<file path="config.mk">
export PLATFORM = sky130hd
export DESIGN_NAME = cnv_cfg
export DESIGN_NICKNAME = d
export VERILOG_FILES = /design/src/hdl/cnv_pkg.sv /design/src/hdl/cnv_cfg.sv
export SDC_FILE = /design/constraint.sdc
export NUM_CORES = 1
export LEC_CHECK = 0
export ABC_AREA = 1
export BUFFER_PORTS_ARGS = -buffer_cell sky130_fd_sc_hd__clkbuf_2
export CAP_MARGIN = 20
export CORE_MARGIN = 8
export CORE_UTILIZATION = 33
export CTS_CLUSTER_SIZE = 24
export DETAILED_ROUTE_END_ITERATION = 8
export PLACE_DENSITY = 0.6
export SLEW_MARGIN = 10
export SYNTH_ARGS = -nofsm -noshare
export SYNTH_HDL_FRONTEND = slang
export SYNTH_SLANG_ARGS = --single-unit
</file>
<file path="constraint.sdc">
create_clock -name i_clk -period 1.5 [get_ports i_clk]
set_input_delay 0.15 -clock i_clk [delete_from_list [all_inputs] [get_ports i_clk]]
set_output_delay 0.15 -clock i_clk [all_outputs]
set_load 0.05 [all_outputs]
</file>
<file path="src/hdl/cnv_pkg.sv">
// Shared constants, types and command/status structs for the 3x3 convolution block.
`default_nettype none
package cnv_pkg;

    localparam int MAX_WIDTH  = 2048;
    localparam int MAX_HEIGHT = 2048;
    localparam int COEF_BITS  = 16;

    localparam int KSIZE     = 3;
    localparam int TAPS      = KSIZE * KSIZE;
    localparam int PIX_W     = 8;
    localparam int FRAC_W    = 8;
    localparam int DIM_W     = 12;
    localparam int KROW_W    = 48;
    localparam int CFG_IDX_W = 3;
    localparam int POS_W     = 11;

    localparam int COL_W = $clog2(MAX_WIDTH);
    localparam int ROW_W = $clog2(MAX_HEIGHT);
    localparam int EWC_W = COL_W + 1;
    localparam int EWR_W = ROW_W + 1;

    localparam int Q_W    = 16;
    localparam int VAL_W  = Q_W + 1;
    localparam int VAL_MAX = 255 << FRAC_W;

    localparam int PROD_W = COEF_BITS + PIX_W + 1;
    localparam int SUM_W  = PROD_W + 4;
    localparam int SABS_W = COEF_BITS + 4;
    localparam int DIVR_W = SABS_W + 1;
    localparam int DVD_W  = SUM_W + FRAC_W + 2;

    localparam int TAP_W = $clog2(TAPS + 1);
    localparam int CNT_W = $clog2((Q_W > TAPS + 1) ? Q_W : TAPS + 1);

    localparam logic [DIM_W-1:0] RST_WIDTH  = DIM_W'(640);
    localparam logic [DIM_W-1:0] RST_HEIGHT = DIM_W'(480);

    typedef enum logic [CFG_IDX_W-1:0] {
        CFG_WIDTH  = 3'd0,
        CFG_HEIGHT = 3'd1,
        CFG_KTOP   = 3'd2,
        CFG_KMID   = 3'd3,
        CFG_KBOT   = 3'd4
    } t_cfg_idx;

    typedef enum logic [2:0] {
        ST_IDLE,
        ST_LOAD,
        ST_MAC,
        ST_NORM,
        ST_DIV,
        ST_DONE
    } t_state;

    typedef struct packed {
        logic [DIM_W-1:0]             width;
        logic [DIM_W-1:0]             height;
        logic [KSIZE-1:0][KROW_W-1:0] krow;
    } t_cfg;

    typedef struct packed {
        logic             accept;
        logic             load_win;
        logic             mac_clr;
        logic             mac_en;
        logic             acc_en;
        logic             norm;
        logic             div_step;
        logic             emit;
        logic [TAP_W-1:0] tap;
    } t_cmd;

    typedef struct packed {
        logic interior;
        logic out_free;
    } t_stat;

endpackage
`default_nettype wire

</file>
<file path="src/hdl/cnv_cfg.sv">
// Configuration register file: frame size and kernel rows.
`default_nettype none
module cnv_cfg (
    input  wire logic                           i_clk,
    input  wire logic                           i_rst_n,
    input  wire logic                           i_cfg_valid,
    output logic                                o_cfg_ready,
    input  wire logic [cnv_pkg::CFG_IDX_W-1:0]  i_cfg_index,
    input  wire logic [cnv_pkg::KROW_W-1:0]     i_cfg_data,
    output cnv_pkg::t_cfg                       o_cfg
);
    import cnv_pkg::*;

    t_cfg r_cfg;

    assign o_cfg_ready = 1'b1;
    assign o_cfg       = r_cfg;

    always_ff @(posedge i_clk) begin
        if (!i_rst_n) begin
            r_cfg.width  <= RST_WIDTH;
            r_cfg.height <= RST_HEIGHT;
            r_cfg.krow   <= '0;
        end else if (i_cfg_valid) begin
            unique case (t_cfg_idx'(i_cfg_index))
                CFG_WIDTH:  r_cfg.width   <= i_cfg_data[DIM_W-1:0];
                CFG_HEIGHT: r_cfg.height  <= i_cfg_data[DIM_W-1:0];
                CFG_KTOP:   r_cfg.krow[0] <= i_cfg_data;
                CFG_KMID:   r_cfg.krow[1] <= i_cfg_data;
                CFG_KBOT:   r_cfg.krow[2] <= i_cfg_data;
                default:    r_cfg         <= r_cfg;
            endcase
        end
    end

endmodule
`default_nettype wire

</file>
# Word-level counts from Yosys, hierarchy flattened
# Cells that the tools add are included.
[classes]
n_reduce_logical = 6
eq_ne = 4
[ops]
columns = ["operator", "n"]
rows = [
  ["AND reduction 2 bit", 5],
  ["equality test 3 x 2 -> 1 bit (second input constant)", 2],
  ["equality test 3 x 1 -> 1 bit (second input constant)", 1],
  ["equality test 3 bit (second input constant)", 1],
  ["logical NOT 3 bit", 1],
]
[word_totals]
wordCells = 15
register_bits = 168
inputBits = 54

# Longest topological paths before layout
# Gate-level depths: netlist of the first run.
[depth]
ltp_word = 2
mapped_depth = 7
depth_no_buf = 5

# Worst setup path before layout of the first run
# No wires, ideal clock.
[synth_timing]
path_kind = "input to register"
start = "in i_cfg_valid"
end = "reg r_cfg, in the netlist o_cfg[15]"
arrival_time_ns = 0.904
setup_time_ns = 0.114
path_stages = 7
path_slack_ns = 0.481
path_buffers = 2
required_time_ns = 1.386
cell_sequence = "inv_1 -> nor2_2 -> buf_2 -> buf_2 -> nand3_1 -> nand2_1 -> nor2_1"
[synth_via]
elab_chain_cells = 1
[synth_rtl]
columns = ["element", "line_no", "text"]
rows = [
  ["start, declared", "cnv_cfg.sv:6", "input wire logic i_cfg_valid,"],
  ["AND reduction 2 bit (no line)", "--", ""],
  ["end signal, assigned", "cnv_cfg.sv:31", "default: r_cfg <= r_cfg;"],
  ["end, declared", "cnv_cfg.sv:14", "t_cfg r_cfg;"],
]
# Every way passes these cells.
# A chain may end at the register's enable or synchronous reset.

# Worst setup path after layout of the first run
[layout_timing]
start = "reg r_cfg, in the netlist o_cfg[132]"
end = "out o_cfg[132] (netlist name)"
[layout_lines]
columns = ["element", "line_no", "text"]
rows = [
  ["end, declared", "cnv_cfg.sv:10", "output cnv_pkg::t_cfg o_cfg"],
]
# No word-level cell between the ends.

==> flow_metrics.py, run 1 <==
metrics = {
    "worst_setup_path": {
        "critPathBufInv": 1,
        "reg2reg_depth": 2,
        "end_kind": "output port",
        "cp_num_cells": 1,
        "worstSetupPathType": "reg2out",
        "cpPeakStageDelay_ns": 0.42,
        "path_cells": "clkbuf_2",
        "cp_slowest_cell": "dfxtp_1",
        "cp.arrival_ns": 1.16,
        "critPathMaxFanout": 2,
        "cp_top_family": "flip-flops",
        "cp.required_ns": 1.35,
        "cp-start-kind": "flop",
    },
    "timing": {
        "fmax_ghz": 0.763,
        "timing_hold_violations_final": 0,
        "post-route-min-period_ns": 1.31,
        "setup_viol": 0,
        "rsz0062_at_grt": "false",
        "skew_ns": 0,
        "post-route-period-util_pct": 87.4,
        "slew_viol_final": 0,
        "setup_tns_ns": 0,
    },
    "logic_synthesis": {
        "ys_seq_elements": 168,
        "synth_flop_cell": "dfxtp_1",
        "synth_top_area_share_pct": 50.2,
        "synth-seq-area-share_pct": 50.2,
        "synth_edf_count": 0,
        "synth_cells": 976,
        "syn_area_per_cell_um2": 6.87,
        "ys_warn_count": 0,
        "yosys-top-cells-area": "dfxtp_1, nor2_1, nand3_1",
        "syn_nets": 1030,
        "ys_types": 13,
        "async_flop_share_pct": 0,
        "syn-cell-area_um2": 6710,
        "synth_area_leader_cell": "dfxtp_1",
    },
    "detailed_routing": {
        "wl_met2_um": 9860,
        "vias": 6610,
        "wl_um": 22000,
        "wl_met1_um": 9990,
        "routed.top_layer": "met4",
        "wl_per_cell_um": 15.1,
        "dr.pass1.iters": 5,
        "avgViaCountPerCell": 4.53,
        "antenna_left": 0,
        "drt_iter0_markers": 327,
        "wl_met3_um": 1920,
        "route.detailed.drc": 0,
    },
    "grt": {
        "antenna_found_initial": 0,
        "grt_max_degree": 51,
        "overflow": 0,
        "grt_pass1_vias": 6365,
        "grt_pass1_wl_um": 34600,
        "track_usage_pct": 17.6,
    },
    "die": {
        "initial_utilization_pct": 33.4,
        "io_pins": 223,
        "dieArea_um2": 25100,
        "placementRows": 52,
        "die_h_um": 159,
        "die_w_um": 159,
        "core-area_um2": 20100,
    },
    "placed_design": {
        "place_hpwl_um": 15300,
        "numPlacedInstances": 1422,
        "io_buffer_count": 221,
        "globalplace.congestion": 0.761,
    },
    "cells_and_area": {
        "multiInputGateArea_um2": 2830,
        "final_nets": 1230,
        "final_common_cell": "nor2_1",
        "largest_register_ffs": 168,
        "layout_common_cells": "nor2_1, clkbuf_2, nand2_1",
        "drive_above_1_share_pct": 24.2,
        "synthToLayoutAreaGrowth_pct": 31.4,
        "fillers": 2125,
        "final-seq-area_um2": 3360,
        "instances_no_fill": 1458,
        "antenna_cells": 0,
    },
    "cts": {
        "cts.path.max_buffers": 2,
        "cts_hold_buf": 5,
        "clock_sinks": 168,
        "cts_buffers": 17,
        "clock_latency_ns": 0.41,
        "cts_tree": "done",
        "cts.clk_slew.worst_paths_ns": 0.07,
        "htreeDepth": 4,
        "cts_root_buf": "clkbuf_16",
        "cts_setup_buffers": 0,
        "cts-resized-gates": 0,
    },
    "hold_path": {
        "hold_depth": 5,
        "min_path_type": "in2reg",
    },
    "pwr": {
        "cellPowerDensity_nw_per_um2": 1220,
        "max-vdd-ir-drop_mv": 0.743,
        "p_leak_nw": 4.29,
    },
    "run_status": {
        "outcome": "finished, final reports clean",
    },
    "flow_run": {
        "max-cap-violations": 0,
    },
}
through the flow:
step                      total power [W]  setup WS, ns  hold WS, ns  area, µm²  util [%]
after floorplan                   0.00593         0.481        0.263       6710         -
after global placement            0.00640         0.246        0.376       8180      40.7
after detailed placement          0.00642         0.235        0.376       8180      40.7
after CTS                          0.0109         0.193       0.0579       8810      43.8
after global routing               0.0112         0.169       0.0910       8810      43.8
final                              0.0108         0.189       0.0792       8810      43.8
power by group:
| part | total (W) | internal (W) | leakage [nW] | switching, W |
|---|---|---|---|---|
| logic | 0.00160 | 0.000414 | 2.64 | 0.00119 |
| clock network | 0.00445 | 0.00251 | 0.276 | 0.00193 |
| registers | 0.00471 | 0.00462 | 1.37 | 0.0000911 |
final timing paths:
path             startpoint    endpoint  slack, ns
min reg2reg      o_cfg[152]  o_cfg[152]       0.48
max              o_cfg[132]  o_cfg[132]       0.19
max reg2reg      o_cfg[132]  o_cfg[132]       0.83
min          i_cfg_data[22]   o_cfg[22]       0.08
logic make-up after synthesis:
group	count (synthesis)	synth area share, %
buf+inv	124	8.34
flops	168	50.2
other cells	1	0.0559
simple gates	683	41.4
cell type report:
cell class | count | share of cell area, %
Clock inverter | 13 | 1.63
Sequential cell | 168 | 38.2
Tap cell | 270 | 3.84
Clock buffer | 18 | 4.99
Multi-Input combinational cell | 684 | 32.1
Timing Repair Buffer | 251 | 17.0
Inverter | 54 | 2.30
routing by layer:
| layer | vias to the layer above | track usage, % |
|---|---|---|
| met4 | 0 | 4.36 |
| met3 | 15 | 5.84 |
| li1 | 3399 | - |
| met5 | - | 0 |
| met1 | 2991 | 22.5 |
| met2 | 205 | 28.0 |
Yosys cell counts (2+ instances only):
cell type,number
buf_2,27
nor2_2,2
buf_6,2
dfxtp_1,168
inv_2,2
clkbuf_1,18
buf_4,12
nor2_1,331
nand2_1,182
inv_1,52
nand3_1,168
buf_1,11
Power figures use the tool's default switching activity.
==> run 2, diff against run 1 <==
--- a/config.mk
+++ b/config.mk
@@ -13,6 +13,7 @@
 export CTS_CLUSTER_SIZE = 24
 export DETAILED_ROUTE_END_ITERATION = 8
 export PLACE_DENSITY = 0.6
+export RECOVER_POWER = 50
 export SLEW_MARGIN = 10
 export SYNTH_ARGS = -nofsm -noshare
 export SYNTH_HDL_FRONTEND = slang
==> flow_metrics.py, run 2 (synthesis gave the netlist of run 1 again) <==
metrics = {
    "run_status": {
        "outcome": "finished, final reports clean",
    },
    "die": {
        "io_pins": 223,
        "initial_utilization_pct": 33.4,
        "dieArea_um2": 25100,
        "die_w_um": 159,
        "placementRows": 52,
        "core-area_um2": 20100,
        "die_h_um": 159,
    },
    "flow_run": {
        "max-cap-violations": 0,
    },
    "worst_setup_path": {
        "path_cells": "clkbuf_2",
        "cp_slowest_cell": "dfxtp_1",
        "cp.arrival_ns": 1.15,
        "r2r_slack_ns": 0.83,
        "end_kind": "output port",
        "worstSetupPathType": "reg2out",
        "cp_num_cells": 1,
        "reg2reg_depth": 2,
        "critPathBufInv": 1,
        "reg2reg_from": "o_cfg[132]",
        "critPathMaxFanout": 2,
        "cp_top_family": "flip-flops",
        "timing.rr.end": "o_cfg[132]",
        "cpPeakStageDelay_ns": 0.42,
        "cp.required_ns": 1.35,
        "cp-start-kind": "flop",
    },
    "cells_and_area": {
        "drive_above_1_share_pct": 23.4,
        "fillers": 2137,
        "final_core_util_pct": 43.4,
        "final_common_cell": "nor2_1",
        "antenna_cells": 0,
        "final_nets": 1230,
        "synthToLayoutAreaGrowth_pct": 30.2,
        "instances_no_fill": 1458,
        "layout_common_cells": "nor2_1, clkbuf_2, nand2_1",
        "largest_register_ffs": 168,
    },
    "hold_path": {
        "worstHoldEndpoint": "o_cfg[22]",
        "hold_depth": 5,
        "min_path_type": "in2reg",
        "worstHoldStart": "i_cfg_data[22]",
    },
    "timing": {
        "rsz0062_at_grt": "false",
        "skew_ns": 0,
        "post-route-min-period_ns": 1.30,
        "post-route-period-util_pct": 86.7,
        "worst_slew_pin_slew_ns": 0.826,
        "slew_viol_final": 0,
        "fmax_ghz": 0.769,
        "setup_tns_ns": 0,
        "timing_hold_violations_final": 0,
        "setup_viol": 0,
        "relSlewSlack_pct": 44.9,
    },
    "detailed_routing": {
        "avgViaCountPerCell": 4.55,
        "vias": 6636,
        "drt_iter0_markers": 316,
        "antenna_left": 0,
        "dr.pass1.iters": 6,
        "wl_per_cell_um": 15.0,
        "wl_um": 21900,
        "route.detailed.drc": 0,
    },
    "grt": {
        "grt_max_degree": 51,
        "grt_pass1_vias": 6365,
        "grt_pass1_wl_um": 34600,
        "track_usage_pct": 17.6,
        "antenna_found_initial": 0,
        "overflow": 0,
    },
    "cts": {
        "htreeDepth": 4,
        "cts_hold_buf": 5,
        "cts-resized-gates": 0,
        "cts_buffers": 17,
        "cts_setup_buffers": 0,
        "clock_sinks": 168,
        "clock_latency_ns": 0.41,
        "cts.clk_slew.worst_paths_ns": 0.07,
        "cts.path.max_buffers": 2,
        "cts_root_buf": "clkbuf_16",
        "cts_tree": "done",
    },
    "placed_design": {
        "numPlacedInstances": 1422,
        "place_hpwl_um": 15300,
        "io_buffer_count": 221,
        "globalplace.congestion": 0.761,
    },
    "pwr": {
        "cellPowerDensity_nw_per_um2": 1230,
        "p_leak_nw": 4.25,
        "max-vdd-ir-drop_mv": 0.728,
    },
}
==> run 2: changes by cell type in the layout (fill, tap and decap cells not counted), sizes merged <==
cell / change
buf: -9
clkinv: +1
clkbuf: +9
inv: -1
==> run 2: worst reg2reg max path, cell delays in order, from the launching register on <==
cell,delay [ns]
dfxtp_1,0.36
nor2_1,0.15
nor2_1,0.06
==> run 2: metal layers <==
layer	share of wire, %	wire length, µm	track usage, %	up-vias
met3	8.7	1900	5.84	16
met1	46	10000	22.5	3002
met2	45	9760	28.0	221
li1	-	-	-	3397
met5	0	0	0	-
met4	0.95	208	4.36	0
==> run 2: worst max-delay path by stage <==
stage | from | slack [ns] | endpoint
finish | o_cfg[132] | 0.20 | o_cfg[132]
global route | i_cfg_index[2] | 0.1 | o_cfg[73]
CTS | o_cfg[131] | 0.19 | o_cfg[131]
detailed placement | i_cfg_valid | 0.23 | o_cfg[154]
global placement | i_cfg_valid | 0.25 | o_cfg[153]
floorplan | i_cfg_valid | 0.48 | o_cfg[15]
==> run 2: area by class of cell <==
cell class / count / area, µm² / area share (%)
flip-flops and latches: 168 / 3360 / 38.5
multi-input cells: 684 / 2810 / 32.2
repair buffers: 251 / 1430 / 16.4
clock buffers: 18 / 439 / 5.03
well taps: 270 / 338 / 3.87
inverters: 54 / 203 / 2.32
clock inverters: 13 / 144 / 1.65
==> run 2: metrics by stage <==
step	total power (W)	cell area, µm²	worst slack, ns	hold WS [ns]
global placement	0.00640	8180	0.246	0.376
global route	0.0112	8730	0.0981	0.0931
floorplan	0.00593	6710	0.481	0.263
detailed placement	0.00642	8180	0.235	0.376
CTS	0.0109	8810	0.193	0.0579
finish	0.0107	8730	0.200	0.0797
==> run 2: where the power goes <==
part / total (W) / internal (W) / switching (W)
Clock: 0.00445 / 0.00251 / 0.00193
Combinational: 0.00158 / 0.000398 / 0.00118
Sequential: 0.00471 / 0.00462 / 0.0000911
Total: 0.0107 / 0.00753 / 0.00321
==> run 3, diff against run 2 <==
--- a/config.mk
+++ b/config.mk
@@ -8,6 +8,7 @@
 export ABC_AREA = 1
 export BUFFER_PORTS_ARGS = -buffer_cell sky130_fd_sc_hd__clkbuf_2
 export CAP_MARGIN = 20
+export CORE_ASPECT_RATIO = 1.1
 export CORE_MARGIN = 8
 export CORE_UTILIZATION = 33
 export CTS_CLUSTER_SIZE = 24
==> flow_metrics.py, run 3 (synthesis gave the netlist of run 1 again) <==
metrics = {
    "worst_setup_path": {
        "cp_slowest_cell": "dfxtp_1",
        "cp.required_ns": 1.35,
        "reg2reg_depth": 2,
        "cpPeakStageDelay_ns": 0.38,
        "r2r_slack_ns": 0.87,
        "cp_top_family": "flip-flops",
        "end_kind": "output port",
        "critPathBufInv": 1,
        "worstSetupPathType": "reg2out",
        "critPathMaxFanout": 2,
        "cp-start-kind": "flop",
        "cp.arrival_ns": 1.10,
        "cp_num_cells": 1,
        "path_cells": "clkbuf_2",
    },
    "pwr": {
        "cellPowerDensity_nw_per_um2": 1290,
        "max-vdd-ir-drop_mv": 0.781,
        "p_leak_nw": 4.31,
        "total_power_w": 0.0114,
    },
    "timing": {
        "setup_viol": 0,
        "fmax_ghz": 0.802,
        "slew_viol_final": 0,
        "setup_tns_ns": 0,
        "rsz0062_at_grt": "false",
        "timing_hold_violations_final": 0,
        "worst_slew_pin_slew_ns": 0.689,
        "post-route-min-period_ns": 1.25,
        "relSlewSlack_pct": 54.1,
        "post-route-period-util_pct": 83.1,
        "skew_ns": 0,
    },
    "die": {
        "die_h_um": 166,
        "initial_utilization_pct": 33.8,
        "die_w_um": 152,
        "io_pins": 223,
        "placementRows": 54,
        "dieArea_um2": 25100,
        "core-area_um2": 19900,
    },
    "cts": {
        "htreeDepth": 4,
        "cts.path.max_buffers": 2,
        "cts_setup_buffers": 0,
        "cts_hold_buf": 5,
        "cts_root_buf": "clkbuf_16",
        "cts_tree": "done",
        "cts_buffers": 17,
        "cts.clk_slew.worst_paths_ns": 0.07,
        "cts-resized-gates": 0,
        "clock_sinks": 168,
        "clock_latency_ns": 0.40,
    },
    "detailed_routing": {
        "drt_iter0_markers": 278,
        "dr.pass1.iters": 6,
        "wl_um": 21700,
        "vias": 6553,
        "avgViaCountPerCell": 4.56,
        "antenna_left": 0,
        "route.detailed.drc": 0,
        "wl_per_cell_um": 15.1,
    },
    "hold_path": {
        "min_path_type": "in2reg",
        "hold_depth": 2,
    },
    "placed_design": {
        "place_hpwl_um": 15200,
        "io_buffer_count": 221,
        "globalplace.congestion": 0.796,
    },
    "flow_run": {
        "max-cap-violations": 0,
    },
    "cells_and_area": {
        "final_common_cell": "nor2_1",
        "layout_common_cells": "nor2_1, clkbuf_2, nand2_1",
        "final_nets": 1227,
        "antenna_cells": 0,
        "final-seq-area_um2": 3360,
        "largest_register_ffs": 168,
        "drive_above_1_share_pct": 23.4,
        "multiInputGateArea_um2": 2810,
        "fillers": 2123,
        "synthToLayoutAreaGrowth_pct": 31.7,
    },
    "grt": {
        "antenna_found_initial": 0,
        "track_usage_pct": 17.1,
        "grt_pass1_wl_um": 35200,
        "grt_pass1_vias": 6461,
        "overflow": 0,
        "grt_max_degree": 76,
    },
    "run_status": {
        "outcome": "finished, final reports clean",
    },
}
==> run 3: layout make-up <==
cell class	instances	share of cell area, %
inverter	54	2.29
multi-input combinational	684	31.8
timing repair buffer	248	16.5
tap	252	3.57
sequential	168	38.1
clock inverter	13	2.69
clock buffer	19	5.13
==> run 3: final timing paths <==
kind	start	endpoint
min reg2reg	o_cfg[152]	o_cfg[152]
max	o_cfg[103]	o_cfg[103]
max reg2reg	o_cfg[108]	o_cfg[108]
min	i_rst_n	o_cfg[151]
==> run 3: where the power goes <==
| part | switching [W] | internal, W |
|---|---|---|
| clock | 0.00187 | 0.00324 |
| sequential | 0.0000901 | 0.00462 |
| combinational | 0.00118 | 0.000410 |
| total | 0.00314 | 0.00827 |
==> run 3: metal layers <==
metal	track usage, %	part of all wire, %
met5	0	0
met4	4.64	0.98
met3	5.44	7.2
met2	27.7	46
met1	21.7	46
==> run 3: through the flow <==
stage | instances | util [%] | hold WS (ns) | setup WS [ns] | cell area, µm²
2_1_floorplan | 976 | - | 0.263 | 0.481 | 6710
3_3_place_gp | 1401 | 41.1 | 0.375 | 0.304 | 8160
3_5_place_dp | 1401 | 41.1 | 0.375 | 0.264 | 8160
4_1_cts | 1438 | 44.8 | 0.0580 | 0.244 | 8900
5_1_grt | 1438 | 44.5 | 0.0742 | 0.179 | 8830
6_report | 1438 | 44.5 | 0.0755 | 0.253 | 8830
