--- src/hdl/cnv_pkg.sv ---
// Shared constants, types and command/status structs for the 3x3 convolution block.
`default_nettype none
package cnv_pkg;

    localparam int MAX_WIDTH  = 2048;
    localparam int MAX_HEIGHT = 2048;
    localparam int COEF_BITS  = 16;

    localparam int KSIZE     = 3;
    localparam int TAPS      = KSIZE * KSIZE;
    localparam int PIX_W     = 8;
    localparam int FRAC_W    = 8;
    localparam int DIM_W     = 12;
    localparam int KROW_W    = 48;
    localparam int CFG_IDX_W = 3;
    localparam int POS_W     = 11;

    localparam int COL_W = $clog2(MAX_WIDTH);
    localparam int ROW_W = $clog2(MAX_HEIGHT);
    localparam int EWC_W = COL_W + 1;
    localparam int EWR_W = ROW_W + 1;

    localparam int Q_W    = 16;
    localparam int VAL_W  = Q_W + 1;
    localparam int VAL_MAX = 255 << FRAC_W;

    localparam int PROD_W = COEF_BITS + PIX_W + 1;
    localparam int SUM_W  = PROD_W + 4;
    localparam int SABS_W = COEF_BITS + 4;
    localparam int DIVR_W = SABS_W + 1;
    localparam int DVD_W  = SUM_W + FRAC_W + 2;

    localparam int TAP_W = $clog2(TAPS + 1);
    localparam int CNT_W = $clog2((Q_W > TAPS + 1) ? Q_W : TAPS + 1);

    localparam logic [DIM_W-1:0] RST_WIDTH  = DIM_W'(640);
    localparam logic [DIM_W-1:0] RST_HEIGHT = DIM_W'(480);

    typedef enum logic [CFG_IDX_W-1:0] {
        CFG_WIDTH  = 3'd0,
        CFG_HEIGHT = 3'd1,
        CFG_KTOP   = 3'd2,
        CFG_KMID   = 3'd3,
        CFG_KBOT   = 3'd4
    } t_cfg_idx;

    typedef enum logic [2:0] {
        ST_IDLE,
        ST_LOAD,
        ST_MAC,
        ST_NORM,
        ST_DIV,
        ST_DONE
    } t_state;

    typedef struct packed {
        logic [DIM_W-1:0]             width;
        logic [DIM_W-1:0]             height;
        logic [KSIZE-1:0][KROW_W-1:0] krow;
    } t_cfg;

    typedef struct packed {
        logic             accept;
        logic             load_win;
        logic             mac_clr;
        logic             mac_en;
        logic             acc_en;
        logic             norm;
        logic             div_step;
        logic             emit;
        logic [TAP_W-1:0] tap;
    } t_cmd;

    typedef struct packed {
        logic interior;
        logic out_free;
    } t_stat;

endpackage
`default_nettype wire

--- src/hdl/cnv_ctrl.sv ---
// Controller state machine: sequences accept, window load, MAC, normalize, divide, emit.
`default_nettype none
module cnv_ctrl (
    input  wire logic    i_clk,
    input  wire logic    i_rst_n,
    input  wire logic    i_in_valid,
    output logic         o_in_stall,
    input  cnv_pkg::t_stat i_stat,
    output cnv_pkg::t_cmd  o_cmd
);
    import cnv_pkg::*;

    t_state           r_state, n_state;
    logic [CNT_W-1:0] r_cnt, n_cnt;

    always_ff @(posedge i_clk) begin
        if (!i_rst_n) begin
            r_state <= ST_IDLE;
            r_cnt   <= '0;
        end else begin
            r_state <= n_state;
            r_cnt   <= n_cnt;
        end
    end

    always_comb begin
        n_state = r_state;
        n_cnt   = r_cnt;
        unique case (r_state)
            ST_IDLE: begin
                if (i_in_valid) begin
                    n_state = ST_LOAD;
                end
            end
            ST_LOAD: begin
                n_cnt   = '0;
                n_state = i_stat.interior ? ST_MAC : ST_IDLE;
            end
            ST_MAC: begin
                if (r_cnt == CNT_W'(TAPS)) begin
                    n_cnt   = '0;
                    n_state = ST_NORM;
                end else begin
                    n_cnt = r_cnt + 1'b1;
                end
            end
            ST_NORM: begin
                n_cnt   = '0;
                n_state = ST_DIV;
            end
            ST_DIV: begin
                if (r_cnt == CNT_W'(Q_W - 1)) begin
                    n_cnt   = '0;
                    n_state = ST_DONE;
                end else begin
                    n_cnt = r_cnt + 1'b1;
                end
            end
            ST_DONE: begin
                if (i_stat.out_free) begin
                    n_state = ST_IDLE;
                end
            end
            default: begin
                n_state = ST_IDLE;
                n_cnt   = '0;
            end
        endcase
    end

    always_comb begin
        o_cmd      = '0;
        o_in_stall = 1'b1;
        unique case (r_state)
            ST_IDLE: begin
                o_in_stall   = 1'b0;
                o_cmd.accept = i_in_valid;
            end
            ST_LOAD: begin
                o_cmd.load_win = 1'b1;
                o_cmd.mac_clr  = 1'b1;
            end
            ST_MAC: begin
                o_cmd.mac_en = (r_cnt < CNT_W'(TAPS));
                o_cmd.acc_en = (r_cnt != '0);
                o_cmd.tap    = TAP_W'(r_cnt);
            end
            ST_NORM: begin
                o_cmd.norm = 1'b1;
            end
            ST_DIV: begin
                o_cmd.div_step = 1'b1;
            end
            ST_DONE: begin
                o_cmd.emit = i_stat.out_free;
            end
            default: begin
                o_cmd = '0;
            end
        endcase
    end

endmodule
`default_nettype wire

--- config.mk ---
export PLATFORM = sky130hd
export DESIGN_NAME = cnv_ctrl
export DESIGN_NICKNAME = d
export VERILOG_FILES = /design/src/hdl/cnv_pkg.sv /design/src/hdl/cnv_ctrl.sv
export SDC_FILE = /design/constraint.sdc
export NUM_CORES = 1
export LEC_CHECK = 0
export BUFFER_PORTS_ARGS = -buffer_cell sky130_fd_sc_hd__buf_2
export CAP_MARGIN = 30
export CORE_MARGIN = 3
export CORE_UTILIZATION = 35
export DETAILED_ROUTE_END_ITERATION = 12
export GPL_ROUTABILITY_DRIVEN = 1
export HOLD_SLACK_MARGIN = 0.06
export PLACE_DENSITY = 0.56
export SYNTH_ARGS = -nofsm -noshare
export SYNTH_HDL_FRONTEND = slang
export SYNTH_SLANG_ARGS = --single-unit
--- constraint.sdc ---
create_clock -name i_clk -period 1.73 [get_ports i_clk]
set_input_delay 0.2595 -clock i_clk [delete_from_list [all_inputs] [get_ports i_clk]]
set_output_delay 0.2595 -clock i_clk [all_outputs]
set_load 0.01 [all_outputs]
; ---- Word level (Yosys, flattened, before mapping)
; Index checks and enable logic that the tools add are counted.
[op_classes]
n_reduce_logical = 4
order_cmp = 1
muxes = 17
add_sub_neg = 1
eq_ne = 11
[op_table]
columns = op, count
row1 = $pmux 3 s6, 1
row2 = $mux 3, 4
row3 = $mux 4, 3
row4 = $pmux 4 s3, 1
row5 = $eq 4x4->1 const B, 2
row6 = $ne 2x2->1 const B, 4
row7 = $eq 3x2->1 const B, 2
row8 = $eq 3x3->1 const B, 2
row9 = $mux 2, 3
row10 = $mux 1, 5
row11 = $add 4x1->4 const B, 1
row12 = $lt 4x4->1 const B, 1
row13 = $reduce_and 4->1, 1
row14 = $reduce_bool 4->1, 1
row15 = $eq 3x1->1 const B, 1
row16 = $logic_not 3->1, 1
row17 = $reduce_or 2->1, 1
[word_totals]
wordCells = 36
inputBits = 5
out_inout_bits = 13
register_bits = 7

; ---- Depth between registers and ports, before layout
; Gate-level depths: netlist (run 1).
[logic_depth]
depth_word = 3
ltp_mapped = 6
ltp_nobuf = 6

; ---- Worst setup path before layout (run 1)
; Ideal clock, no wire load.
[synth_timing]
path_kind = reg-to-reg
start = register r_cnt[0]
end = register r_state[0]
arrival_ps = 1418
path_stages_with_launch = 6
n_path_buf = 0
slack_ps = 246
period_less_slack_ps = 1484
t_required_ps = 1664
setup_ps = 66
path_cell_list = dfxtp_1 > ha_1 > nand3b_2 > a22o_4 > a2111o_1 > a21oi_2
[synth_via]
elab_chain_len = 3
word_cells_on_any_way = 5
cone_classes = eq/ne: 4 / reduce/logical: 1
[synth_lines]
columns = element, line_no
row1 = start: declaration, cnv_ctrl.sv:14  ; logic [CNT_W-1:0] r_cnt, n_cnt;
row2 = start signal: assignment, cnv_ctrl.sv:22  ; r_cnt <= n_cnt;
row3 = "$eq 4x4->1, on equally long branches", "cnv_ctrl.sv:52, cnv_ctrl.sv:40"
row4 = $ne 2x2->1 (no line), -
row5 = $reduce_and 4->1 (no line) *, -
row6 = end signal: assignment, cnv_ctrl.sv:21  ; r_state <= n_state;
row7 = end: declaration, cnv_ctrl.sv:13  ; t_state r_state, n_state;
; Mark *: on every way between the ends. The rest lies on a longest branch, timed or not.
; A chain may end at the register's enable or synchronous reset.

==> results by group, run 1 <==
Pwr
  • Leakage: 0.339 nW
  • Pwr Density: 763 nW/um2
  • Net Sw Frac: 34.1%
  • Power share of the clock group: 28.5%
  • Power consumption: 511 uW
  • Internal: 337 uW
  • Comb power frac: 32.1%
  • Flop pwr share: 39.4%
  • Worst vdd ir: 0.000554 V
  • Net load switching power: 174 uW

Synthesis
  • Post-synth EDFFs: 0
  • Leading area contributor after synthesis: dfxtp_1
  • Syn nets: 77
  • Mapped cell area: 543 um2
  • Synthesis Warnings: 0
  • Most frequent cell after synthesis: nor2_1
  • FF+latch count, synth: 7
  • Post-synth cell types: 30
  • Post-synth top area share: 25.8%
  • Mean Syn Cell Area: 7.87 um2
  • Ranking of synthesized cells by area: dfxtp_1 26%, ha_1 6.9%, nor2_1 6.2%, and2_1 4.6%, nor3b_2 4.6%
  • Ys flop type: dfxtp_1
  • Post-synth top cells: 9 x nor2_1, 7 x dfxtp_1, 6 x inv_1
  • Gate Count Post-Synth: 69
  • Post-synthesis sequential area ratio: 25.8%
  • Asr flop ratio synth: 0%

Worst setup path
  • Worst Path Buf+Inv: 1
  • RR Endpoint: r_state[0]$_SDFFE_PN0P_
  • Slowest cell on the critical path: dfxtp_1
  • Crit-path cells: nor3b_4, a21boi_0, buf_2
  • Arr. time, crit path: 1340 ps
  • CP max FO: 11
  • CP endpoint kind: output pin
  • R2R cell count: 5
  • Crit path max-delay family: flip-flops
  • Max incr delay on CP: 420 ps
  • R2R Setup Slk: 140 ps
  • Worst setup path class: reg -> out
  • Worst Setup Start Kind: register
  • RR Startpoint: r_cnt[0]$_SDFFE_PN0N_
  • Critical Path RT: 1470 ps

Timing
  • Min Tclk post-route: 1600 ps
  • RSZ-0062 raised after global routing: false
  • Slew of the pin with the lowest slew margin: 407 ps
  • Slew margin rel.: 72.8%
  • Fin Setup TNS: 0 ps
  • Fmax: 627 MHz
  • Clk_skew: 2.06 ps
  • Fin. Hold Viols: 0
  • Final setup violating endpoints: 0
  • Final period util: 92.2%
  • Final worst slack: 134 ps
  • Final Slew Violations: 0

Global route
  • Gr usage total: 14.3%
  • Largest net degree at the start of global routing: 12
  • Initial antenna violation count: 0
  • First-pass GRT wire length: 2120 um
  • GR Overflow Total: 0
  • Vias in the first global route: 464

Floorplanning
  • Rows: 13
  • IO Pins: 18
  • Initial Util: 39.3%
  • Die footprint: 2060 um2
  • Core Box Area: 1380 um2
  • Overall die width: 45.4 um
  • Die height: 45.4 um

Drt
  • Drt pass-1 iters: 4
  • DRC violations left: 0
  • Iteration-0 DRC Markers: 15
  • Drt wl/cell: 11.6 um
  • Via count: 530
  • Via/cell ratio: 5.15
  • DRT Wirelength: 1190 um
  • Antenna viol nets, final: 0

Worst hold path
  • Worst Min Path Start: i_rst_n
  • HP Class: in -> reg
  • Hold Path End: r_cnt[0]$_SDFFE_PN0N_
  • Min-Delay Path Depth: 2

Clock tree
  • H-tree levels: 1
  • CTS tree: built
  • Clk buf depth: 2
  • Clock Pin Slew Worst Setup and Hold Paths: 50 ps
  • Clock Root Buffer: clkbuf_4
  • Hold-fix buffers, CTS: 0
  • Clock Latency Late Sink: 250 ps
  • Total CTS buffers: 3
  • Clk sinks: 7

Finish
  • NumNets Final: 97
  • Share of cells above drive strength 1: 30.7%
  • Non-Filler Instances: 103
  • Area Overhead vs Synth: 23.3%
  • FILL cells: 145
  • Ant diodes: 0

Placed design
  • Placer congestion estimate: 0.746
  • PortBufs: 17
  • Placed cell count: 99
  • Dpl hpwl: 980 um
  • Setup Slack @ Placement: 147 ps

Run
  • Max-cap violations: 0

Run status
  • Status: finished clean
==> layer usage <==
metal | global-route usage (%) | share of wire [%] | vias up
li1 | - | - | 271
met1 | 20.1 | 47 | 244
met2 | 20.9 | 45 | 13
met3 | 3.56 | 6.1 | 2
met4 | 5.26 | 1.3 | 0
met5 | 0 | 0 | -
==> flip-flops by register name, indices dropped and copies added, names as in the netlist <==
name	cells
r_state	3
r_cnt	4
==> power groups by stage <==
| stage | Combinational, mW | Clock (mW) | Sequential [mW] |
|---|---|---|---|
| detailed placement | 0.164 | 0 | 0.202 |
| floorplan | 0.139 | 0 | 0.185 |
| CTS | 0.165 | 0.153 | 0.199 |
| finish | 0.164 | 0.146 | 0.201 |
| global placement | 0.165 | 0 | 0.202 |
| global route | 0.190 | 0.160 | 0.204 |
==> kinds of logic (layout without fill, tap and decap cells) <==
kind of cell	Yosys count	after routing	share of synthesized area (%)
AO/OA/AOI/OAI	15	15	21.0
adder cells (fa/ha/maj)	3	3	6.91
AND/OR/NAND/NOR	31	31	32.5
multiplexers	1	1	1.84
buffers and inverters	10	29	8.75
XOR/XNOR	2	2	3.23
flip-flops	7	7	25.8
==> stage by stage <==
step	hold WS, ps	cell area, um2	util [%]
after floorplan	391	543	-
after global placement	554	637	46.1
after detailed placement	561	637	46.1
after CTS	298	663	48.0
after global routing	315	669	48.4
final	302	669	48.4
==> worst register-to-register path, delay by kind of cell (launching register included) <==
kind            cells  cell delay (ps)
compound gates      3              820
simple gates        1               90
fa+ha+maj           1              200
flops               1              430
==> placed cells by master (no fill, tap or decap), drive strengths merged <==
master,count
and2,4
or3,2
a22oi,1
nor3b,2
and3,1
o21a,1
inv,6
a31oi,1
a22o,1
buf,19
a21oi,3
ha,3
dfxtp,7
clkbuf,4
nor2b,1
o21ai,4
xor2,2
a21o,1
nand2b,2
nor2,9
nand2,3
mux2i,1
o211a,1
nor3,1
nand3,4
nand3b,2
a21boi,1
a2111o,1
==> how the worst max path moves through the flow <==
stage | start | to | slack (ps) | depth (start not counted)
after floorplan | r_cnt[0]$_SDFFE_PN0N_ | r_state[0]$_SDFFE_PN0P_ | 250 | 5
after CTS | r_state[0]$_SDFFE_PN0P_ | o_cmd[8] | 50 | 3
after global placement | r_cnt[0]$_SDFFE_PN0N_ | r_state[0]$_SDFFE_PN0P_ | 180 | 5
after global routing | r_state[0]$_SDFFE_PN0P_ | o_cmd[8] | 20 | 3
final | r_state[0]$_SDFFE_PN0P_ | o_cmd[8] | 130 | 3
after detailed placement | r_cnt[0]$_SDFFE_PN0N_ | r_state[0]$_SDFFE_PN0P_ | 150 | 5
==> timing repair <==
| action | 4_1_cts | 5_1_grt |
|---|---|---|
| buffers inserted | 0 | 0 |
| setup endpoints to repair | 0 | 4 |
| gates resized for setup | 0 | 1 |
==> final cells by class <==
type | instances | area, um2 | share of cell area, %
well taps | 15 | 18.8 | 2.80
clock buffers | 4 | 26.3 | 3.93
repair buffers | 19 | 100 | 15.0
inverters | 6 | 22.5 | 3.36
multi-input cells | 52 | 362 | 54.0
flip-flops and latches | 7 | 140 | 20.9
No activity file was read; power rests on OpenSTA's default activity.
==> inputs of run 2 (changes only) <==
--- a/config.mk
+++ b/config.mk
@@ -12,7 +12,7 @@
 export DETAILED_ROUTE_END_ITERATION = 12
 export GPL_ROUTABILITY_DRIVEN = 1
 export HOLD_SLACK_MARGIN = 0.06
-export PLACE_DENSITY = 0.56
+export PLACE_DENSITY = 0.58
 export SYNTH_ARGS = -nofsm -noshare
 export SYNTH_HDL_FRONTEND = slang
 export SYNTH_SLANG_ARGS = --single-unit
==> constraint.sdc (replaced) <==
create_clock -name i_clk -period 1.4 [get_ports i_clk]
set_input_delay 0.21 -clock i_clk [delete_from_list [all_inputs] [get_ports i_clk]]
set_output_delay 0.21 -clock i_clk [all_outputs]
set_load 0.01 [all_outputs]
==> run 2 against run 1 <==
Net effect: the run now ends with negative setup slack left; highest routed layer unchanged; clock skew increased by 2.6 ps; wire length is 20% higher; clock-buffer cell count unchanged; core utilization increased by 14 points; total power up 47%; design area is 28% higher; sequential power up 23%; clock power up 30%; flip-flop and latch count unchanged; worst hold slack worse by 65 ps; worst setup slack got worse by 220 ps.
==> results by group, run 2 (synthesis gave the netlist of run 1 again) <==
Finish
  • Most frequent cells in the layout: 14 x buf_2, 13 x buf_4, 5 x nor2_1
  • FILL cells: 125 (-14%)
  • Largest regs: r_cnt x4, r_state x3
  • Max reg flops: 4 (unchanged)
  • NumNets Final: 109 (+12%)
  • Commonest non-fill, non-tap cell in the layout: buf_2
  • Fin area: 857 um2 (+28%)
  • Share of cells above drive strength 1: 58.0% (+27 points)
  • Ant diodes: 0 (unchanged)
  • Area of the multi-input gates: 425 um2 (+18%)
  • Register area: 151 um2 (+8.0%)
  • Reg with most FFs: r_cnt
  • Area Overhead vs Synth: 57.8%

Clock tree
  • Hold-fix buffers, CTS: 0 (unchanged)
  • CTS tree: built
  • Clock Pin Slew Worst Setup and Hold Paths: 50 ps (about the same)
  • Total CTS buffers: 3 (unchanged)
  • Clk buf depth: 2 (unchanged)
  • Clk sinks: 7 (unchanged)
  • Clock Latency Late Sink: 260 ps (about the same)
  • Clock Root Buffer: clkbuf_4
  • H-tree levels: 1 (unchanged)

Worst setup path
  • CP max FO: 4 (-7)
  • CP endpoint kind: output pin
  • Worst Setup Start Kind: register
  • Critical Path RT: 1190 ps (-280 ps)
  • Worst Path Buf+Inv: 2 (+1)
  • Arr. time, crit path: 1270 ps (-70 ps)
  • R2R Setup Slk: 10 ps (-130 ps)
  • Crit-path cells: buf_6, or3_4, nor2_2, buf_2
  • Crit path max-delay family: simple AND/OR/NAND/NOR gates
  • Slowest cell on the critical path: or3_4
  • Worst setup path class: reg -> out
  • Max incr delay on CP: 340 ps (-80 ps)

Timing
  • Hold WS: 238 ps (-64.7 ps)
  • Final Slew Violations: 0 (unchanged)
  • Slew margin rel.: 82.5% (+9.7 points)
  • Final worst slack: -84.8 ps (-219 ps)
  • Final setup violating endpoints: 10 (+10)
  • Fmax: 673 MHz
  • Min Tclk post-route: 1480 ps
  • Clk_skew: 4.64 ps (+2.57 ps)
  • Final period util: 106%
  • Slew of the pin with the lowest slew margin: 262 ps (-145 ps)
  • RSZ-0062 raised after global routing: true
  • Fin. Hold Viols: 0 (unchanged)

Pwr
  • Leakage: 0.413 nW (+22%)
  • Worst vdd ir: 0.000677 V (+22%)
  • Pwr Density: 875 nW/um2 (+15%)

Placed design
  • PortBufs: 17 (unchanged)
  • Placer congestion estimate: 0.699 (-6.2%)
  • Dpl hpwl: 982 um (+0.11%)
  • Post-DP Area: 686 um2 (+7.7%)

Drt
  • Iteration-0 DRC Markers: 10 (-5)
  • Via count: 571 (+7.7%)
  • DRT Wirelength: 1420 um (+20%)
  • Drt wl/cell: 12.4 um (+7.1%)
  • Drt pass-1 iters: 3 (-1)
  • DRC violations left: 0 (unchanged)
  • Via/cell ratio: 4.97 (-3.5%)
  • Antenna viol nets, final: 0 (unchanged)

Floorplanning
  • Initial Util: 39.3% (unchanged)
  • Core Box Area: 1380 um2 (unchanged)
  • IO Pins: 18 (unchanged)
  • Die footprint: 2060 um2 (unchanged)
  • Overall die width: 45.4 um (unchanged)
  • Die height: 45.4 um (unchanged)
  • Rows: 13 (unchanged)

Worst hold path
  • HP Class: in -> reg

Global route
  • Vias in the first global route: 524 (+13%)
  • Largest net degree at the start of global routing: 10 (-2)
  • GR Overflow Total: 0 (unchanged)
  • First-pass GRT wire length: 2220 um (+4.9%)
  • Gr usage total: 15.4% (+1.1 points)
  • Initial antenna violation count: 0 (unchanged)

Run status
  • Status: complete, but fails checks
  • Failing checks: negative setup slack

Run
  • Max-cap violations: 0 (unchanged)
==> run 2: cell count changes in the layout (fill, tap and decap cells not counted), sizes merged <==
| cell | before | now |
|---|---|---|
| buf | 19 | 31 |
==> run 2: worst reg2reg max path: cells and delay by family (launching register included) <==
family / cells / cell delay [ps]
compound gates: 3 / 700
fa+ha+maj: 1 / 120
buf+inv: 1 / 80
simple gates: 1 / 80
flops: 1 / 350
==> run 2: area by class of cell <==
| cell class | count | area share [%] |
|---|---|---|
| well taps | 15 | 2.19 |
| clock buffers | 4 | 3.07 |
| inverters | 6 | 2.63 |
| flip-flops and latches | 7 | 17.7 |
| multi-input cells | 52 | 49.6 |
| repair buffers | 31 | 24.8 |
==> run 2: stage by stage <==
| step | setup TNS (ps) | total power [mW] | utilization (%) | setup slack, ps | cells |
|---|---|---|---|---|---|
| 2_1_floorplan | 0 | 0.402 | - | 39.7 | 69 |
| 3_3_place_gp | 0 | 0.474 | 49.6 | 15.9 | 105 |
| 3_5_place_dp | 0 | 0.475 | 49.6 | 0.530 | 105 |
| 4_1_cts | -332 | 0.702 | 56.5 | -79.1 | 114 |
| 5_1_grt | -1110 | 0.814 | 62.0 | -150 | 115 |
| 6_report | -398 | 0.750 | 62.0 | -84.8 | 115 |
==> run 2: power breakdown <==
| part | internal (mW) | switching [mW] | total (mW) |
|---|---|---|---|
| logic | 0.160 | 0.153 | 0.313 |
| clock network | 0.109 | 0.0812 | 0.190 |
| registers | 0.219 | 0.0280 | 0.247 |
| total | 0.488 | 0.262 | 0.750 |
==> run 2: repair_timing <==
action                     in CTS  in global routing
cloned                          0                  0
buffers inserted                5                  1
pin swaps                       5                  6
gates resized for setup        13                 15
setup endpoints to repair      14                 16
hold endpoints to repair        0                  0
==> run 2: final timing paths <==
path                                              start  depth (start not counted)                       to
worst max-delay path            r_state[1]$_SDFFE_PN0P_                          4                o_cmd[11]
worst min register to register  r_state[2]$_SDFFE_PN0P_                          1  r_state[1]$_SDFFE_PN0P_
worst min-delay path                            i_rst_n                          2    r_cnt[0]$_SDFFE_PN0N_
worst max register to register    r_cnt[1]$_SDFFE_PN0N_                          6  r_state[0]$_SDFFE_PN0P_
==> run 2: routing by layer <==
layer	vias to the layer above	wire [um]	global-route usage, %
li1	298	-	-
met1	259	648	18.6
met2	10	694	24.0
met3	4	59	7.11
met4	0	21	5.26
met5	-	0	0
==> inputs of run 3 (changes only) <==
--- a/config.mk
+++ b/config.mk
@@ -11,7 +11,6 @@
 export CORE_UTILIZATION = 35
 export DETAILED_ROUTE_END_ITERATION = 12
 export GPL_ROUTABILITY_DRIVEN = 1
-export HOLD_SLACK_MARGIN = 0.06
 export PLACE_DENSITY = 0.58
 export SYNTH_ARGS = -nofsm -noshare
 export SYNTH_HDL_FRONTEND = slang
==> constraint.sdc (replaced) <==
create_clock -name i_clk -period 1.4 [get_ports i_clk]
set_input_delay 0 -clock i_clk [delete_from_list [all_inputs] [get_ports i_clk]]
set_output_delay 0 -clock i_clk [all_outputs]
set_load 0.01 [all_outputs]
==> run 3 against run 2 <==
Net effect: the run now ends clean; worst hold slack lost 220 ps; combinational power is 9.6% lower; flip-flop and latch count is the same; register-to-register slack better by 30 ps; clock-buffer cell count unchanged; via count is 4.9% higher; die area unchanged; wire length is 4.4% higher; final cell count is 2.6% lower; design area fell by 7.4%; sequential power hardly changed; first-iteration DRC count is 20% lower.
==> results by group, run 3 (synthesis gave the netlist of run 1 again) <==
Clock tree
  • Clock Pin Slew Worst Setup and Hold Paths: 50 ps (about the same)
  • Clock Root Buffer: clkbuf_4
  • H-tree levels: 1 (unchanged)
  • Clk sinks: 7 (unchanged)
  • Total CTS buffers: 3 (unchanged)
  • Clock Latency Late Sink: 260 ps (about the same)
  • Clk buf depth: 2 (unchanged)
  • CTS tree: built

Worst setup path
  • R2R Setup Slk: 40 ps (+30 ps)
  • Critical Path RT: 1400 ps (+210 ps)
  • CP max FO: 5 (+1)
  • Worst setup path class: reg -> out
  • CP endpoint kind: output pin
  • Arr. time, crit path: 1360 ps (+90 ps)
  • Max incr delay on CP: 390 ps (+50 ps)
  • Worst Path Buf+Inv: 2 (unchanged)
  • Crit-path cells: buf_6, or3_4, nor2_2, buf_2
  • Crit path max-delay family: simple AND/OR/NAND/NOR gates
  • Worst Setup Start Kind: register
  • Slowest cell on the critical path: or3_4

Drt
  • DRT Wirelength: 1490 um (+4.4%)
  • DRC violations left: 0 (unchanged)
  • Met3 routed WL: 79 um (+34%)
  • Highest metal used: met4
  • Iteration-0 DRC Markers: 8 (-2)
  • Met2 WL: 759 um (+9.4%)
  • Drt pass-1 iters: 4 (+1)
  • Antenna viol nets, final: 0 (unchanged)
  • Drt wl/cell: 13.3 um (+7.2%)
  • Via count: 599 (+4.9%)
  • Via/cell ratio: 5.35 (+7.7%)
  • WL met1: 621 um (-4.2%)

Placed design
  • PortBufs: 17 (unchanged)
  • Placer congestion estimate: 0.775 (+11%)
  • Dpl hpwl: 1040 um (+6.0%)
  • Placed cell count: 104 (-0.95%)
  • Post-DP Area: 678 um2 (-1.1%)
  • Setup Slack @ Placement: -56.3 ps (-56.8 ps)

Global route
  • Vias in the first global route: 519 (-0.95%)
  • Gr usage total: 15.9% (+0.43 points)
  • Initial antenna violation count: 0 (unchanged)
  • Largest net degree at the start of global routing: 9 (-1)
  • First-pass GRT wire length: 2280 um (+2.8%)
  • GR Overflow Total: 0 (unchanged)

Pwr
  • Power consumption: 718 uW (-4.2%)
  • Flop pwr share: 33.9% (+0.9 points)
  • Internal: 469 uW (-4.0%)
  • Worst vdd ir: 0.000585 V (-14%)
  • Pwr Density: 906 nW/um2 (+3.5%)
  • Leakage: 0.427 nW (+3.4%)
  • Comb power frac: 39.3% (-2.4 points)
  • Net Sw Frac: 34.8% (-0.15 points)
  • Power share of the clock group: 26.8% (+1.4 points)
  • Net load switching power: 250 uW (-4.7%)

Timing
  • Fin Setup TNS: 0 ps (+398 ps)
  • Slew margin rel.: 82.0% (-0.57 points)
  • RSZ-0062 raised after global routing: true
  • Fin. Hold Viols: 0 (unchanged)
  • Min Tclk post-route: 1360 ps (-121 ps)
  • Final period util: 97.4% (-8.6 points)
  • Final setup violating endpoints: 0 (-10)
  • Final Slew Violations: 0 (unchanged)
  • Clk_skew: 3.18 ps (-1.46 ps)
  • Slew of the pin with the lowest slew margin: 269 ps (+7.73 ps)
  • Hold WS: 17.4 ps (-220 ps)
  • Fmax: 733 MHz (+8.8%)
  • Final worst slack: 35.9 ps (+121 ps)

Floorplanning
  • Overall die width: 45.4 um (unchanged)
  • Initial Util: 39.3% (unchanged)
  • Core Box Area: 1380 um2 (unchanged)
  • Die height: 45.4 um (unchanged)
  • Rows: 13 (unchanged)
  • IO Pins: 18 (unchanged)
  • Die footprint: 2060 um2 (unchanged)

Finish
  • Fin util: 57.4% (-4.6 points)
  • Ant diodes: 0 (unchanged)
  • Register area: 153 um2 (+0.83%)
  • NumNets Final: 106 (-2.8%)
  • Area of the multi-input gates: 394 um2 (-7.4%)
  • Reg with most FFs: r_cnt
  • Max reg flops: 4 (unchanged)
  • Area Overhead vs Synth: 46.1%
  • Largest regs: r_cnt x4, r_state x3
  • Share of cells above drive strength 1: 48.5% (-9.5 points)
  • Most frequent cells in the layout: 17 x buf_2, 8 x nor2_1, 8 x buf_4
  • FILL cells: 126 (+0.80%)
  • Fin area: 793 um2 (-7.4%)
  • Non-Filler Instances: 112 (-2.6%)
  • Commonest non-fill, non-tap cell in the layout: buf_2

Run status
  • Status: finished clean

Worst hold path
  • HP Class: in -> reg

Run
  • Max-cap violations: 0 (unchanged)
run 3: cell types whose count changed in the layout (fill, tap and decap cells not counted), moves of 2 or more:
cell    before  now
and2_4       2    0
and2_1       2    4
buf_2       14   17
nor2_1       5    8
nor2_2       3    1
buf_4       13    8
run 3: cell type report:
cell class | instances | share of cell area (%)
inverter | 6 | 2.84
tap | 15 | 2.37
multi-input combinational | 52 | 49.7
timing repair buffer | 28 | 22.6
clock buffer | 4 | 3.31
sequential | 7 | 19.2
run 3: worst paths after layout:
path,from,endpoint,cells after the start
min reg2reg,r_cnt[3]$_SDFFE_PN0N_,r_cnt[3]$_SDFFE_PN0N_,2
max reg2reg,r_cnt[1]$_SDFFE_PN0N_,r_state[0]$_SDFFE_PN0P_,6
min,i_rst_n,r_cnt[0]$_SDFFE_PN0N_,2
max,r_state[1]$_SDFFE_PN0P_,o_cmd[11],4
run 3: repair_timing:
item	in CTS	in global routing
gates resized for setup	6	11
buffers inserted	2	2
setup endpoints to repair	2	5
pin swaps	1	3
hold buffers	0	0
run 3: routing by layer:
layer,global-route usage (%),vias to the layer above
li1,-,295
met1,18.9,285
met2,24.2,15
met3,7.11,4
met4,7.02,0
met5,0,-
run 3: power by group through the flow:
stage | clock network, mW | logic [mW] | registers [mW]
2_1_floorplan | 0 | 0.173 | 0.229
3_3_place_gp | 0 | 0.235 | 0.242
3_5_place_dp | 0 | 0.239 | 0.243
4_1_cts | 0.203 | 0.248 | 0.241
5_1_grt | 0.218 | 0.309 | 0.246
6_report | 0.192 | 0.283 | 0.244
